File: src/rtl/core/scc_pkg.sv
// shared types and constants for the spike cross-correlogram engine
// no dependencies
`default_nettype none
package scc_pkg;

    localparam int MaxClusters = 16;
    localparam int NumBins     = 64;
    localparam int WinDepth    = 64;

    localparam int TimeW  = 40;
    localparam int LabW   = 4;
    localparam int BinW   = 6;
    localparam int HAddrW = 2 * LabW + BinW;
    localparam int SpanW  = 22;
    localparam int WPtrW  = 6;
    localparam int WFillW = 7;
    localparam int CountW = 32;

    localparam logic [1:0] CMD_EVENT = 2'd0;
    localparam logic [1:0] CMD_READ  = 2'd1;
    localparam logic [1:0] CMD_CLEAR = 2'd2;

    localparam logic [7:0] REG_BIN_WIDTH = 8'd0;
    localparam logic [7:0] REG_HALF_BINS = 8'd1;
    localparam logic [7:0] REG_PAIR_MODE = 8'd2;
    localparam logic [7:0] REG_MASK      = 8'd3;

    typedef enum logic [2:0] {
        K_EVENT = 3'd0,
        K_BAD   = 3'd1,
        K_READ  = 3'd2,
        K_NOP   = 3'd3,
        K_CLEAR = 3'd4
    } kind_t;

    typedef struct packed {
        kind_t              kind;
        logic [TimeW-1:0]   t;
        logic [LabW-1:0]    lab;
        logic [HAddrW-1:0]  hidx;
    } op_t;

    typedef struct packed {
        logic [CountW-1:0]  count;
        logic               ovf;
        logic               bad;
    } res_t;

    typedef struct packed {
        logic [15:0] bin_width;
        logic [5:0]  half_bins;
        logic        pair_mode;
        logic [15:0] mask;
    } cfg_t;

endpackage
`default_nettype wire

File: src/rtl/core/scc_res_queue.sv
// two-word result queue between the back end and the result ports
// depends on scc_pkg
`default_nettype none
module scc_res_queue (
    input  wire logic          clk,
    input  wire logic          rst_n,
    input  wire logic          res_push,
    input  wire scc_pkg::res_t res,
    output logic               res_full,
    output logic               empty,
    input  wire logic          pop,
    output scc_pkg::res_t      head
);
    import scc_pkg::*;

    res_t       q_reg [2];
    logic       wp_reg, rp_reg;
    logic [1:0] cnt_reg;
    logic       wr, rd;

    assign res_full = (cnt_reg == 2'd2);
    assign empty    = (cnt_reg == 2'd0);
    assign wr       = res_push && !res_full;
    assign rd       = pop && !empty;
    assign head     = q_reg[rp_reg];

    always_ff @(posedge clk)
    begin
        if (wr)
            q_reg[wp_reg] <= res;
    end

    always_ff @(posedge clk or negedge rst_n)
    begin
        if (!rst_n)
        begin
            wp_reg  <= 1'b0;
            rp_reg  <= 1'b0;
            cnt_reg <= 2'd0;
        end
        else
        begin
            wp_reg  <= wp_reg ^ wr;
            rp_reg  <= rp_reg ^ rd;
            cnt_reg <= cnt_reg + {1'b0, wr} - {1'b0, rd};
        end
    end

endmodule
`default_nettype wire

File: config.mk
export PLATFORM = sky130hd
export DESIGN_NAME = scc_res_queue
export DESIGN_NICKNAME = d
export VERILOG_FILES = /design/src/rtl/core/scc_pkg.sv /design/src/rtl/core/scc_res_queue.sv
export SDC_FILE = /design/constraint.sdc
export NUM_CORES = 1
export LEC_CHECK = 0
export BUFFER_PORTS_ARGS = -buffer_cell sky130_fd_sc_hd__buf_2
export CAP_MARGIN = 20
export CORE_UTILIZATION = 45
export CTS_CLUSTER_DIAMETER = 50
export DETAILED_ROUTE_END_ITERATION = 16
export PLACE_DENSITY = 0.8
export SYNTH_ARGS = -nofsm -noshare
export SYNTH_HDL_FRONTEND = slang
export SYNTH_SLANG_ARGS = --single-unit
File: constraint.sdc
create_clock -name clk -period 2.7 [get_ports clk]
set_input_delay 0.54 -clock clk [delete_from_list [all_inputs] [get_ports clk]]
set_output_delay 0.54 -clock clk [all_outputs]
set_load 0.05 [all_outputs]
==> results.json <==
{
  "synth_area_leader_cell": "edfxtp_1",
  "rr_endpoint": "q_reg[0][20]$_DFFE_PP_",
  "cts_root_buffer": "clkbuf_8",
  "critPathLaunchType": "register",
  "tightest_slew_ns": 0.455,
  "place.gp.congestion": 0.681,
  "fin_util_pct": 57.6,
  "grt_pass1_wl_um": 6400,
  "period_share_pct": 84.3,
  "hold_viol": 0,
  "drc": 0,
  "maxSlewViolCount": 0,
  "vdd_drop_max_mv": 0.783,
  "num_vias": 1366,
  "clockBufferDepth": 2,
  "power.density_nw_per_um2": 1260,
  "setup_viol": 0,
  "cts_sinks": 72,
  "layout_commonest_cell": "buf_2",
  "clk_pin_slew_ns": 0.07,
  "setup_slack_ns": 0.424,
  "grt_overflow_total": 0,
  "seq_area_um2": 2140,
  "synth_ff_type": "edfxtp_1",
  "finalSetupTns_ns": 0,
  "die_y_um": 81.2,
  "reg2reg_setup_slack_ns": 1.08,
  "max_stage_delay_ns": 0.55,
  "htreeDepth": 3,
  "syn2layout_area_growth_pct": 22.2,
  "syn_area_um2": 2820,
  "io_pins": 74,
  "layout-drive-gt1-share_pct": 59.1,
  "r2r-start": "cnt_reg[0]$_DFF_PN0_",
  "worst_ep_required_time_ns": 2.16,
  "critical_path.top_delay_family": "flip-flops",
  "syn_avg_cell_area_um2": 22.4,
  "drt_iter0_markers": 63,
  "grt_pass1_vias": 1400,
  "relSlewSlack_pct": 69.7,
  "crit_fanout": 27,
  "post_dp_cell_area_um2": 3250,
  "ys_seq_area_share_pct": 75.9,
  "dp.final_hpwl_um": 2900,
  "hold_path.class": "in -> reg",
  "dieArea_um2": 6600,
  "cts_tree": "built",
  "antenna_found_initial": 0,
  "synth_area_leaders": "edfxtp_1 72%, mux2_4 15%, dfrtp_1 3.5%",
  "ys_seq_elements": 72,
  "r2r_cells": 4,
  "power_leakage_nw": 1.41,
  "io_buffers": 73,
  "rsz0062_at_grt": "no",
  "period_needed_ns": 2.28,
  "antenna_cells": 0,
  "rows": 28,
  "gr-usage-all-layers_pct": 14.0,
  "fill_cells": 451,
  "critPathSlowestCell": "dfrtp_2",
  "ys_types": 15,
  "netlist.area_leader.share_pct": 72.3,
  "numCtsBuffers": 9,
  "hold_depth": 1,
  "grt_max_degree": 35,
  "final_area_um2": 3450,
  "status": "completed",
  "die_w_um": 81.2,
  "drt_first_pass_iters": 3,
  "critical_path.cell_chain": "buf_12 > mux2_2 > buf_2",
  "routed_wl_um": 4240,
  "multi_input_area_um2": 601,
  "drtAntennaViolNets": 0,
  "timing.max_cap.violations": 0,
  "critical_path_arrival_ns": 1.74,
  "async_flop_share_pct": 5.56,
  "syn_nets": 168,
  "netlist_instances": 126,
  "holdPathEnd": "q_reg[1][22]$_DFFE_PP_",
  "insertion_delay_ns": 0.33,
  "hold_start": "res[22]",
  "core_area_um2": 5990,
  "final-instance-count-excl-fill": 290,
  "fin_skew_ns": 0.00301,
  "post-place-ws_ns": 0.774,
  "via_per_inst": 4.71,
  "final_nets": 252,
  "layout_common_cells": "73 x buf_2, 68 x edfxtp_1, 29 x mux2_4",
  "setup.worst_path.class": "reg -> out",
  "yosys_warnings": 0,
  "largest_reg_flops": 68,
  "max_freq_ghz": 0.439,
  "wl_per_cell_um": 14.6,
  "start_util_pct": 47.1,
  "crit_buf_inv": 2,
  "crit_path_end_kind": "output port",
  "synth_edf_count": 68,
  "fin_hold_ws_ns": 0.395,
  "power_mw": 4.36,
  "placed_cells": 273
}
## logic make-up (layout without fill, tap and decap cells)
family          count (synthesis)  count (layout)  synth area share, %
fa+ha+maj                       4               4                 1.77
mux                            34              34                 17.4
buf+inv                         8              97                 3.06
simple gates                    4               4                0.709
flops                          72              72                 75.9
compound gates                  1               1                0.266
xor+xnor                        3               3                0.931
## synthesized netlist by cell type (all sizes together) (2+ instances only)
cell    instances
inv             4
mux2           34
edfxtp         68
xnor2           2
buf             4
ha              4
dfrtp           4
## how the worst max path moves through the flow
| stage | startpoint | to | slack [ns] | depth (start not counted) |
|---|---|---|---|---|
| finish | rp_reg$_DFF_PN0_ | head[1] | 0.42 | 3 |
| global placement | rp_reg$_DFF_PN0_ | head[1] | 0.81 | 3 |
| detailed placement | rp_reg$_DFF_PN0_ | head[33] | 0.77 | 3 |
| global route | rp_reg$_DFF_PN0_ | head[0] | 0.36 | 3 |
| CTS | rp_reg$_DFF_PN0_ | head[33] | 0.41 | 3 |
| floorplan | res_push | q_reg[1][0]$_DFFE_PP_ | 0.76 | 2 |
## where the power goes
group          internal, mW  total [mW]  switching [mW]
clock network         0.416       0.782           0.366
logic                 0.635        1.94            1.30
registers              1.53        1.64           0.110
## repair_timing
action / in CTS / in global routing
endpoints found under the hold margin: 3 / 0
hold buffers: 1 / 0
gates resized for setup: 0 / 0
setup endpoints to repair: 0 / 0
buffers inserted: 0 / 0
## cell type report
cell class / instances / share of cell area (%)
multi-input cells: 46 / 17.4
clock buffers: 9 / 3.59
clock inverters: 7 / 1.81
inverters: 4 / 0.435
well taps: 75 / 2.72
repair buffers: 77 / 11.9
flip-flops and latches: 72 / 62.1
## routing by layer
layer | track usage (%) | wire length (µm) | vias up
met3 | 3.93 | 235 | 11
met5 | 0 | 0 | -
met4 | 10.4 | 116 | 0
li1 | - | - | 652
met1 | 14.5 | 1690 | 654
met2 | 24.0 | 2200 | 49
(Power assumes the default switching activity.)
