<file path="config.mk">
export PLATFORM = sky130hd
export DESIGN_NAME = scc_front
export DESIGN_NICKNAME = d
export VERILOG_FILES = /design/src/rtl/core/scc_pkg.sv /design/src/rtl/core/scc_front.sv
export SDC_FILE = /design/constraint.sdc
export NUM_CORES = 1
export LEC_CHECK = 0
export ABC_AREA = 0
export BUFFER_PORTS_ARGS = -buffer_cell sky130_fd_sc_hd__buf_2
export CAP_MARGIN = 20
export CELL_PAD_IN_SITES_DETAIL_PLACEMENT = 0
export CELL_PAD_IN_SITES_GLOBAL_PLACEMENT = 1
export CORE_ASPECT_RATIO = 0.75
export CORE_MARGIN = 10
export CORE_UTILIZATION = 45
export DETAILED_ROUTE_END_ITERATION = 16
export GPL_TIMING_DRIVEN = 1
export PLACE_DENSITY = 0.89
export SLEW_MARGIN = 0
export SYNTH_ARGS = -nofsm -noshare
export SYNTH_HDL_FRONTEND = slang
export SYNTH_SLANG_ARGS = --single-unit
</file>
<file path="constraint.sdc">
create_clock -name clk -period 5.2 [get_ports clk]
set_input_delay 0.26 -clock clk [delete_from_list [all_inputs] [get_ports clk]]
set_output_delay 0.26 -clock clk [all_outputs]
set_load 0.1 [all_outputs]
</file>
<file path="src/rtl/core/scc_pkg.sv">
// shared types and constants for the spike cross-correlogram engine
// no dependencies
`default_nettype none
package scc_pkg;

    localparam int MaxClusters = 16;
    localparam int NumBins     = 64;
    localparam int WinDepth    = 64;

    localparam int TimeW  = 40;
    localparam int LabW   = 4;
    localparam int BinW   = 6;
    localparam int HAddrW = 2 * LabW + BinW;
    localparam int SpanW  = 22;
    localparam int WPtrW  = 6;
    localparam int WFillW = 7;
    localparam int CountW = 32;

    localparam logic [1:0] CMD_EVENT = 2'd0;
    localparam logic [1:0] CMD_READ  = 2'd1;
    localparam logic [1:0] CMD_CLEAR = 2'd2;

    localparam logic [7:0] REG_BIN_WIDTH = 8'd0;
    localparam logic [7:0] REG_HALF_BINS = 8'd1;
    localparam logic [7:0] REG_PAIR_MODE = 8'd2;
    localparam logic [7:0] REG_MASK      = 8'd3;

    typedef enum logic [2:0] {
        K_EVENT = 3'd0,
        K_BAD   = 3'd1,
        K_READ  = 3'd2,
        K_NOP   = 3'd3,
        K_CLEAR = 3'd4
    } kind_t;

    typedef struct packed {
        kind_t              kind;
        logic [TimeW-1:0]   t;
        logic [LabW-1:0]    lab;
        logic [HAddrW-1:0]  hidx;
    } op_t;

    typedef struct packed {
        logic [CountW-1:0]  count;
        logic               ovf;
        logic               bad;
    } res_t;

    typedef struct packed {
        logic [15:0] bin_width;
        logic [5:0]  half_bins;
        logic        pair_mode;
        logic [15:0] mask;
    } cfg_t;

endpackage
`default_nettype wire

</file>
<file path="src/rtl/core/scc_front.sv">
// front end: accepts commands, decodes them and holds them in a two-word queue
// depends on scc_pkg
`default_nettype none
module scc_front (
    input  wire logic                     clk,
    input  wire logic                     rst_n,
    input  wire logic                     push,
    output logic                          full,
    input  wire logic [1:0]               cmd,
    input  wire logic [scc_pkg::TimeW-1:0] spike_time,
    input  wire logic [4:0]               spike_label,
    input  wire logic [4:0]               read_first_cluster,
    input  wire logic [4:0]               read_second_cluster,
    input  wire logic [5:0]               read_bin,
    output logic                          op_valid,
    output scc_pkg::op_t                  op,
    input  wire logic                     op_take
);
    import scc_pkg::*;

    op_t        q_reg [2];
    logic       wp_reg, wp_next, rp_reg, rp_next;
    logic [1:0] cnt_reg, cnt_next;
    op_t        dec;
    logic       acc;
    logic [4:0] k1m, k2m, labm;

    always_comb
    begin
        k1m  = read_first_cluster - 5'd1;
        k2m  = read_second_cluster - 5'd1;
        labm = spike_label - 5'd1;
        dec.t    = spike_time;
        dec.lab  = labm[LabW-1:0];
        dec.hidx = {k1m[LabW-1:0], k2m[LabW-1:0], read_bin};
        unique case (cmd)
            CMD_EVENT:
                dec.kind = (spike_label == 5'd0 || spike_label > 5'(MaxClusters))
                           ? K_BAD : K_EVENT;
            CMD_READ:
                dec.kind = (read_first_cluster == 5'd0
                            || read_first_cluster > 5'(MaxClusters)
                            || read_second_cluster == 5'd0
                            || read_second_cluster > 5'(MaxClusters)) ? K_NOP : K_READ;
            CMD_CLEAR: dec.kind = K_CLEAR;
            default:   dec.kind = K_NOP;
        endcase
    end

    assign full     = (cnt_reg == 2'd2);
    assign acc      = push && !full;
    assign op_valid = (cnt_reg != 2'd0);
    assign op       = q_reg[rp_reg];

    always_comb
    begin
        wp_next  = acc ? ~wp_reg : wp_reg;
        rp_next  = (op_take && op_valid) ? ~rp_reg : rp_reg;
        cnt_next = cnt_reg + {1'b0, acc} - {1'b0, op_take && op_valid};
    end

    always_ff @(posedge clk)
    begin
        if (acc)
        begin
            q_reg[wp_reg] <= dec;
        end
    end

    always_ff @(posedge clk or negedge rst_n)
    begin
        if (!rst_n)
        begin
            wp_reg  <= 1'b0;
            rp_reg  <= 1'b0;
            cnt_reg <= 2'd0;
        end
        else
        begin
            wp_reg  <= wp_next;
            rp_reg  <= rp_next;
            cnt_reg <= cnt_next;
        end
    end

endmodule
`default_nettype wire

</file>
==> Flow_metrics.wiki, run 1 <==
{| class="wikitable"
! Metric !! Value
|-
| #FFs+latches synth || 126
|-
| Worst reg2reg setup slack || between 2 and 3 ns
|-
| Number of fill cells || 823
|-
| Kind of path behind the tightest hold check || primary input to register
|-
| Fraction of layout instances using a drive strength above 1 || between 50 and 60%
|-
| Worst Setup Path Type || register to output port
|-
| IO Pins || 130
|-
| Top cell type's share of synthesized area || 71.2%
|-
| Die width || between 100 and 150 µm
|-
| Type of element capturing the critical path || output port
|-
| Most Crowded Layer GR || met2
|-
| Slew of the pin with the lowest slew margin || about 0.83 ns
|-
| Critical path data arrival time || 2.17 ns
|-
| Number of H-tree levels || 4
|-
| Initial Utilization || 46.5%
|-
| Run status || finished, final reports clean
|-
| Detail-routed net length per standard cell || 17.3 µm
|-
| DIE AREA || 0.0162 mm²
|-
| Post-route DRC || 0
|-
| Final-layout worst hold slack || roughly 0.041 ns
|-
| Number of buffers created by CTS || 17
|-
| Util after Layout || approximately three fifths
|-
| Worst slew margin relative to its limit || approximately 44%
|-
| Number of inserted diodes || 0
|-
| Setup violations, final || 0
|-
| Synthesized area divided by synthesized cell count || about 21 µm²
|-
| Count of different cell masters after synthesis || 22
|-
| Dominant cell type by area after synthesis || sky130_fd_sc_hd__edfxtp_1
|-
| Clock-pin slew reported for the worst setup and hold paths after clock tree synthesis || approximately 0.060 ns
|-
| First-pass GRT wire length || 14500 µm
|-
| Final hold viol count || 0
|-
| DR pass1 iterations || 4
|-
| Critical path startpoint category || register
|-
| Setup repair after global routing missed its margin || no
|-
| Storage element area || roughly 0.0038 mm²
|-
| Count of warnings emitted by yosys || 0
|-
| Later-pin clock latency in the skew report || around 0.40 ns
|-
| Total routing resource utilization after global routing || a little under an eighth
|-
| Via count || ~2500
|-
| Rows || 33
|-
| Final clock period utilization by the worst path || a little under half
|-
| Final antenna-violating net count || 0
|-
| Critical path fanouts, max || 35
|-
| Detailed router's first-iteration violation count || about 120
|-
| Final HPWL from detailed placement || roughly 6400 µm
|-
| Floorplan core area || around 0.011 mm²
|-
| Met3 track demand over resource || roughly 6.4%
|-
| Average via count per standard cell || 4.71
|-
| Layout area overhead || 27.1%
|-
| Layout Skew || 0.00543 ns
|-
| Portion of the post-synthesis area used by sequential elements || between 70 and 80%
|-
| Root Driver || sky130_fd_sc_hd__clkbuf_16
|-
| TritonCTS clock tree || yes
|-
| Multi-input gate area || roughly 0.0012 mm²
|-
| Synth Net Count || ~310
|-
| Maximum count of clock buffers along a single path || 2
|-
| CTS resizes || 0
|-
| Met1 Use GR || between 10% and 20%
|-
| CTS Sinks || ~130
|-
| Netlist area before placement || roughly 0.0051 mm²
|-
| Final critical delay including setup and external delays || about 2.4 ns
|-
| Cells after synthesis || roughly 240
|-
| Max Fclk || 411 MHz
|-
| Overflow after GRT || 0
|-
| Max-capacitance violation count || 0
|-
| Pin count of the biggest net entering global routing || between 60 and 70
|-
| Max Transition Viols Final || 0
|-
| Final #Nets || 458
|-
| Setup Buffers After CTS || 0
|-
| Total length of routed wires || about 9300 µm
|-
| Worst Path Required || a little under 5 ns
|-
| Number of flip-flops in the largest register || roughly 120
|-
| Vias in the first global route || roughly 2800
|-
| Accumulated negative setup slack || 0 ns
|-
| GPL Wtd Cong || around 0.66
|-
| Overall die height || ~110 µm
|-
| Buffers on Ports || approximately 130
|-
| Initial antenna violation count || 0
|-
| Most area-consuming cells after synthesis || sky130_fd_sc_hd__edfxtp_1, sky130_fd_sc_hd__mux2_4, sky130_fd_sc_hd__buf_12
|-
| Global routing met2 resource utilization || about a fifth
|}
cell families after synthesis:
group | Yosys count | share of synthesized area, %
DFF | 126 | 73.1
muxes | 62 | 17.8
adders and majority gates | 5 | 1.22
AOI/OAI and AO/OA | 1 | 0.170
xor gates and xnor gates | 12 | 2.04
buffers and inverters | 20 | 3.50
and+or+nand+nor | 16 | 2.09
worst max-delay path, cell delays in order (launching register included):
cell	delay (ns)
sky130_fd_sc_hd__dfrtp_4	0.77
sky130_fd_sc_hd__buf_16	0.31
sky130_fd_sc_hd__mux2_4	0.21
sky130_fd_sc_hd__buf_2	0.43
Yosys cell counts:
cell,n
sky130_fd_sc_hd__edfxtp_1,122
sky130_fd_sc_hd__mux2_4,59
sky130_fd_sc_hd__inv_1,12
sky130_fd_sc_hd__xor2_1,7
sky130_fd_sc_hd__buf_12,6
sky130_fd_sc_hd__ha_1,5
sky130_fd_sc_hd__xnor2_1,5
sky130_fd_sc_hd__dfrtp_1,4
sky130_fd_sc_hd__nor2_1,3
sky130_fd_sc_hd__nor3_1,3
sky130_fd_sc_hd__nor3b_2,3
sky130_fd_sc_hd__mux2_2,2
sky130_fd_sc_hd__nor2b_1,2
sky130_fd_sc_hd__a32oi_1,1
sky130_fd_sc_hd__and2_4,1
sky130_fd_sc_hd__and3_1,1
sky130_fd_sc_hd__buf_6,1
sky130_fd_sc_hd__clkbuf_1,1
sky130_fd_sc_hd__mux2i_1,1
sky130_fd_sc_hd__nand2_1,1
sky130_fd_sc_hd__nand2b_1,1
sky130_fd_sc_hd__or2_1,1
layer usage:
metal	part of all wire, %	vias up
li1	-	1215
met1	41	1220
met2	49	94
met3	9.5	10
met4	0.93	0
met5	0	-
area by class of cell:
class / count / area share [%]
sequential: 126 / 57.6
inverter: 12 / 0.688
timing repair buffer: 133 / 10.7
clock inverter: 14 / 3.31
clock buffer: 18 / 6.56
multi-input combinational: 96 / 18.5
tap: 140 / 2.68
layout by cell type (no fill, tap or decap):
master	count
sky130_fd_sc_hd__buf_2	129
sky130_fd_sc_hd__edfxtp_1	122
sky130_fd_sc_hd__mux2_4	59
sky130_fd_sc_hd__clkbuf_16	17
sky130_fd_sc_hd__inv_1	12
sky130_fd_sc_hd__xor2_1	7
sky130_fd_sc_hd__xnor2_1	5
sky130_fd_sc_hd__ha_1	5
sky130_fd_sc_hd__bufinv_16	5
sky130_fd_sc_hd__clkinv_4	4
sky130_fd_sc_hd__nor3_1	3
sky130_fd_sc_hd__nor3b_2	3
sky130_fd_sc_hd__clkinv_2	3
sky130_fd_sc_hd__dfrtp_1	3
sky130_fd_sc_hd__nor2b_1	2
sky130_fd_sc_hd__nor2_1	2
sky130_fd_sc_hd__mux2_2	2
sky130_fd_sc_hd__buf_4	2
sky130_fd_sc_hd__nand2b_1	1
sky130_fd_sc_hd__nand2_1	1
sky130_fd_sc_hd__or2_1	1
sky130_fd_sc_hd__and2_4	1
sky130_fd_sc_hd__mux2i_1	1
sky130_fd_sc_hd__a32oi_1	1
sky130_fd_sc_hd__and3_2	1
sky130_fd_sc_hd__nor2_4	1
sky130_fd_sc_hd__clkbuf_1	1
sky130_fd_sc_hd__inv_6	1
sky130_fd_sc_hd__clkinvlp_4	1
sky130_fd_sc_hd__dlygate4sd3_1	1
sky130_fd_sc_hd__buf_16	1
sky130_fd_sc_hd__dfrtp_4	1
through the flow:
step / worst slack [ns] / cell area, µm² / cells
global placement: 2.95 / 5860 / 505
global route: 2.68 / 6540 / 539
detailed placement: 2.94 / 5860 / 505
CTS: 2.50 / 6520 / 538
finish: 2.77 / 6540 / 539
floorplan: 1.58 / 5150 / 242
repair_timing:
action / 4_1_cts / 5_1_grt
hold endpoints to repair: 4 / 0
setup endpoints to repair: 0 / 0
hold buffers: 1 / 0
final timing paths:
check / cells after the start / from / end
max reg2reg: 4 / cnt_reg[1] / q_reg[0][45]
max in group asynchronous: 2 / rst_n / rp_reg
min: 1 / read_bin[4] / q_reg[1][4]
max: 3 / rp_reg / op[15]
min in group asynchronous: 2 / rst_n / cnt_reg[1]
min reg2reg: 1 / cnt_reg[1] / cnt_reg[1]
Power of run 1 is left out: the tool's default activity adds up to more than one toggle a clock period on the data nets, which glitch-free logic cannot reach.
==> inputs of run 2 (changes only) <==
Settings changed: ABC_AREA 0 to 1, CORE_UTILIZATION 45 to 41, PLACE_DENSITY 0.89 to 0.87.
Clock period 5.2 ns to 2.3 ns, I/O delays scaled along.
==> Flow_metrics.wiki, run 2 <==
{| class="wikitable"
! Metric !! Value
|-
| Run status || finished, final reports clean
|-
| Number of fill cells || 985 (+20%)
|-
| Critical path startpoint category || register
|-
| Total routing resource utilization after global routing || 13.4% (+1.6 points)
|-
| Max-capacitance violation count || 0 (unchanged)
|-
| Critical path data arrival time || 2.00 ns (-0.17 ns)
|-
| Setup Buffers After CTS || 0 (unchanged)
|-
| Cell depth of the worst flop-to-flop path || 4 (unchanged)
|-
| TritonCTS clock tree || yes
|-
| Maximum count of clock buffers along a single path || 2 (unchanged)
|-
| Leading post-synthesis cells by instance count || sky130_fd_sc_hd__nand2_1, sky130_fd_sc_hd__edfxtp_1, sky130_fd_sc_hd__inv_1
|-
| Clock-pin slew reported for the worst setup and hold paths after clock tree synthesis || 0.05 ns (about the same)
|-
| Portion of the post-synthesis area used by sequential elements || 75.8% (+2.7 points)
|-
| Number of non-filler instances in the completed layout || 751 (+39%)
|-
| Fraction of layout instances using a drive strength above 1 || 28.9% (-29 points)
|-
| Max Transition Viols Final || 0 (unchanged)
|-
| Synth Net Count || 459 (+46%)
|-
| Standard cell with the maximum stage delay on the critical path || sky130_fd_sc_hd__dfrtp_4
|-
| Initial Utilization || 42.3% (-4.2 points)
|-
| Max Fclk || 473 MHz
|-
| Synthesized area divided by synthesized cell count || 12.8 µm² (-40%)
|-
| Worst Setup Path Type || register to output port
|-
| Buffering stage count on the worst path with inverters included || 2 (unchanged)
|-
| Detailed router's first-iteration violation count || 188 (+62%)
|-
| GPL Wtd Cong || 0.795 (+20%)
|-
| Initial antenna violation count || 0 (unchanged)
|-
| Count of different cell masters after synthesis || 22 (unchanged)
|-
| Slew of the pin with the lowest slew margin || 0.668 ns (-0.166 ns)
|-
| Rows || 34 (+3.0%)
|-
| Pin count of the biggest net entering global routing || 63 (unchanged)
|-
| Detail-routed net length per standard cell || 15.2 µm (-12%)
|-
| Depth of the critical timing path with buffers and inverters included || 4 (+1)
|-
| IO Pins || 130 (unchanged)
|-
| Dominant synthesized flop cell || sky130_fd_sc_hd__edfxtp_1
|-
| Number of flip-flops in the largest register || 122 (unchanged)
|-
| Setup repair after global routing missed its margin || no
|-
| Count of warnings emitted by yosys || 0 (unchanged)
|-
| Vias in the first global route || 3602 (+28%)
|-
| Overflow after GRT || 0 (unchanged)
|-
| Buffers on Ports || 129 (unchanged)
|-
| Later-pin clock latency in the skew report || 0.41 ns (about the same)
|-
| Final clock period utilization by the worst path || between 90% and 100%
|-
| Number of enable flip-flop cells after synthesis || 122 (unchanged)
|-
| Type of element capturing the critical path || output port
|-
| Most area-consuming cells after synthesis || sky130_fd_sc_hd__edfxtp_1, sky130_fd_sc_hd__nand2_1, sky130_fd_sc_hd__dfrtp_1
|-
| Number of H-tree levels || 4 (unchanged)
|-
| Worst slew margin relative to its limit || 55.4% (+11 points)
|-
| First-pass GRT wire length || 17900 µm (+23%)
|-
| Worst Path Required || 2.18 ns (-2.76 ns)
|-
| Final hold viol count || 0 (unchanged)
|-
| Post-route DRC || 0 (unchanged)
|-
| Placed insts || 670 (+33%)
|-
| Final #Nets || 648 (+41%)
|-
| Dominant cell type by area after synthesis || sky130_fd_sc_hd__edfxtp_1
|-
| Series of cell instances along the critical path || clkinv_8, nand2_1, nand2_1, buf_2
|-
| WHS Path Cells || 3 (+2)
|-
| Final critical delay including setup and external delays || roughly 2.1 ns
|-
| Root Driver || sky130_fd_sc_hd__clkbuf_16
|-
| Final-layout worst hold slack || 0.0272 ns (-0.0136 ns)
|-
| CP dominant cell by count || sky130_fd_sc_hd__nand2_1
|-
| Post-synth ARST share || 3.17% (unchanged)
|-
| DR pass1 iterations || 4 (unchanged)
|-
| Floorplan core area || 0.0117 mm² (+6.1%)
|-
| Via count || 3358 (+32%)
|-
| Number of buffers created by CTS || 17 (unchanged)
|-
| Cells after synthesis || 387 (+60%)
|-
| Layout area overhead || 37.8%
|-
| Kind of path behind the tightest hold check || primary input to register
|-
| Leading cell types in the layout, fill and taps excluded || sky130_fd_sc_hd__nand2_1, sky130_fd_sc_hd__buf_2, sky130_fd_sc_hd__edfxtp_1
|-
| Netlist area before placement || 0.00497 mm² (-3.5%)
|-
| Number of inserted diodes || 0 (unchanged)
|-
| Most instantiated library cell after synthesis || sky130_fd_sc_hd__nand2_1
|-
| Total length of routed wires || 11400 µm (+22%)
|-
| Critical path's largest stage delay || 0.62 ns (-0.15 ns)
|-
| Top cell type's share of synthesized area || 73.8% (+2.6 points)
|-
| Average via count per standard cell || 4.47 (-5.1%)
|-
| Most common cell after layout, fill and taps aside || sky130_fd_sc_hd__nand2_1
|-
| Final HPWL from detailed placement || 7410 µm (+15%)
|-
| Final antenna-violating net count || 0 (unchanged)
|-
| #FFs+latches synth || 126 (unchanged)
|-
| Die width || 147 µm (+2.5%)
|-
| Kind of cell adding the most delay to the critical path || buffers and inverters
|-
| Overall die height || 115 µm (+2.4%)
|-
| DIE AREA || 0.0170 mm² (+5.0%)
|-
| CTS Sinks || 126 (unchanged)
|-
| Critical path fanouts, max || 62 (+77%)
|-
| Layout Skew || 0.00865 ns (+0.00322 ns)
|-
| Setup violations, final || 0 (unchanged)
|}
[run 2: cell families (layout without fill, tap and decap cells)]
group           count (synthesis)  after routing  share of synthesized area [%]
simple gates                  210            210                           16.4
xor+xnor                       10             10                           1.92
compound gates                  1              1                          0.176
buf+inv                        35            237                           4.48
fa+ha+maj                       5              5                           1.26
flops                         126            126                           75.8
[run 2: worst register-to-register path: cells and delay by family, from the launching register on]
family                 cells  cell delay, ns
flip-flops                 1            0.39
AO/OA/AOI/OAI              1            0.12
buffers and inverters      2            0.35
AND/OR/NAND/NOR            1            0.54
[run 2: stage by stage]
| step | util, % | cell area [µm²] | setup WS (ns) | setup TNS [ns] |
|---|---|---|---|---|
| CTS | 58.2 | 6830 | 0.0700 | 0 |
| detailed placement | 49.4 | 5800 | 0.511 | 0 |
| finish | 58.3 | 6840 | 0.186 | 0 |
| global placement | 49.4 | 5800 | 0.560 | 0 |
| floorplan | - | 4970 | -0.244 | -29.75 |
| global route | 58.3 | 6840 | 0.111 | 0 |
[run 2: repair_timing]
item | 4_1_cts | 5_1_grt
hold buffers | 49 | 0
hold endpoints to repair | 99 | 0
endpoints found under the setup margin | 0 | 6
gates resized for setup | 0 | 2
[run 2: metal layers]
| layer | track usage [%] | up-vias | part of all wire [%] |
|---|---|---|---|
| li1 | - | 1659 | - |
| met1 | 15.8 | 1560 | 45 |
| met2 | 21.8 | 131 | 46 |
| met3 | 5.61 | 8 | 8.0 |
| met4 | 4.94 | 0 | 0.79 |
| met5 | 0 | - | 0 |
[run 2: cell type report]
| type | instances | area [µm²] | share of cell area (%) |
|---|---|---|---|
| Clock buffer | 23 | 448 | 6.55 |
| Clock inverter | 9 | 93.8 | 1.37 |
| Inverter | 21 | 91.3 | 1.34 |
| Multi-Input combinational cell | 226 | 995 | 14.5 |
| Sequential cell | 126 | 3770 | 55.1 |
| Tap cell | 162 | 203 | 2.96 |
| Timing Repair Buffer | 184 | 1240 | 18.2 |
[run 2: path summary, 6_finish.rpt]
| path | start | end | slack [ns] |
|---|---|---|---|
| worst min register to register | cnt_reg[1] | cnt_reg[1] | 0.57 |
| worst min-delay path | cmd[1] | q_reg[1][60] | 0.03 |
| min in group asynchronous | rst_n | cnt_reg[1] | 0.07 |
| worst max-delay path | rp_reg | op[35] | 0.19 |
| worst max register to register | cnt_reg[1] | q_reg[1][5] | 0.59 |
| max in group asynchronous | rst_n | rp_reg | 2.10 |
Power of run 2 is left out for the same reason.
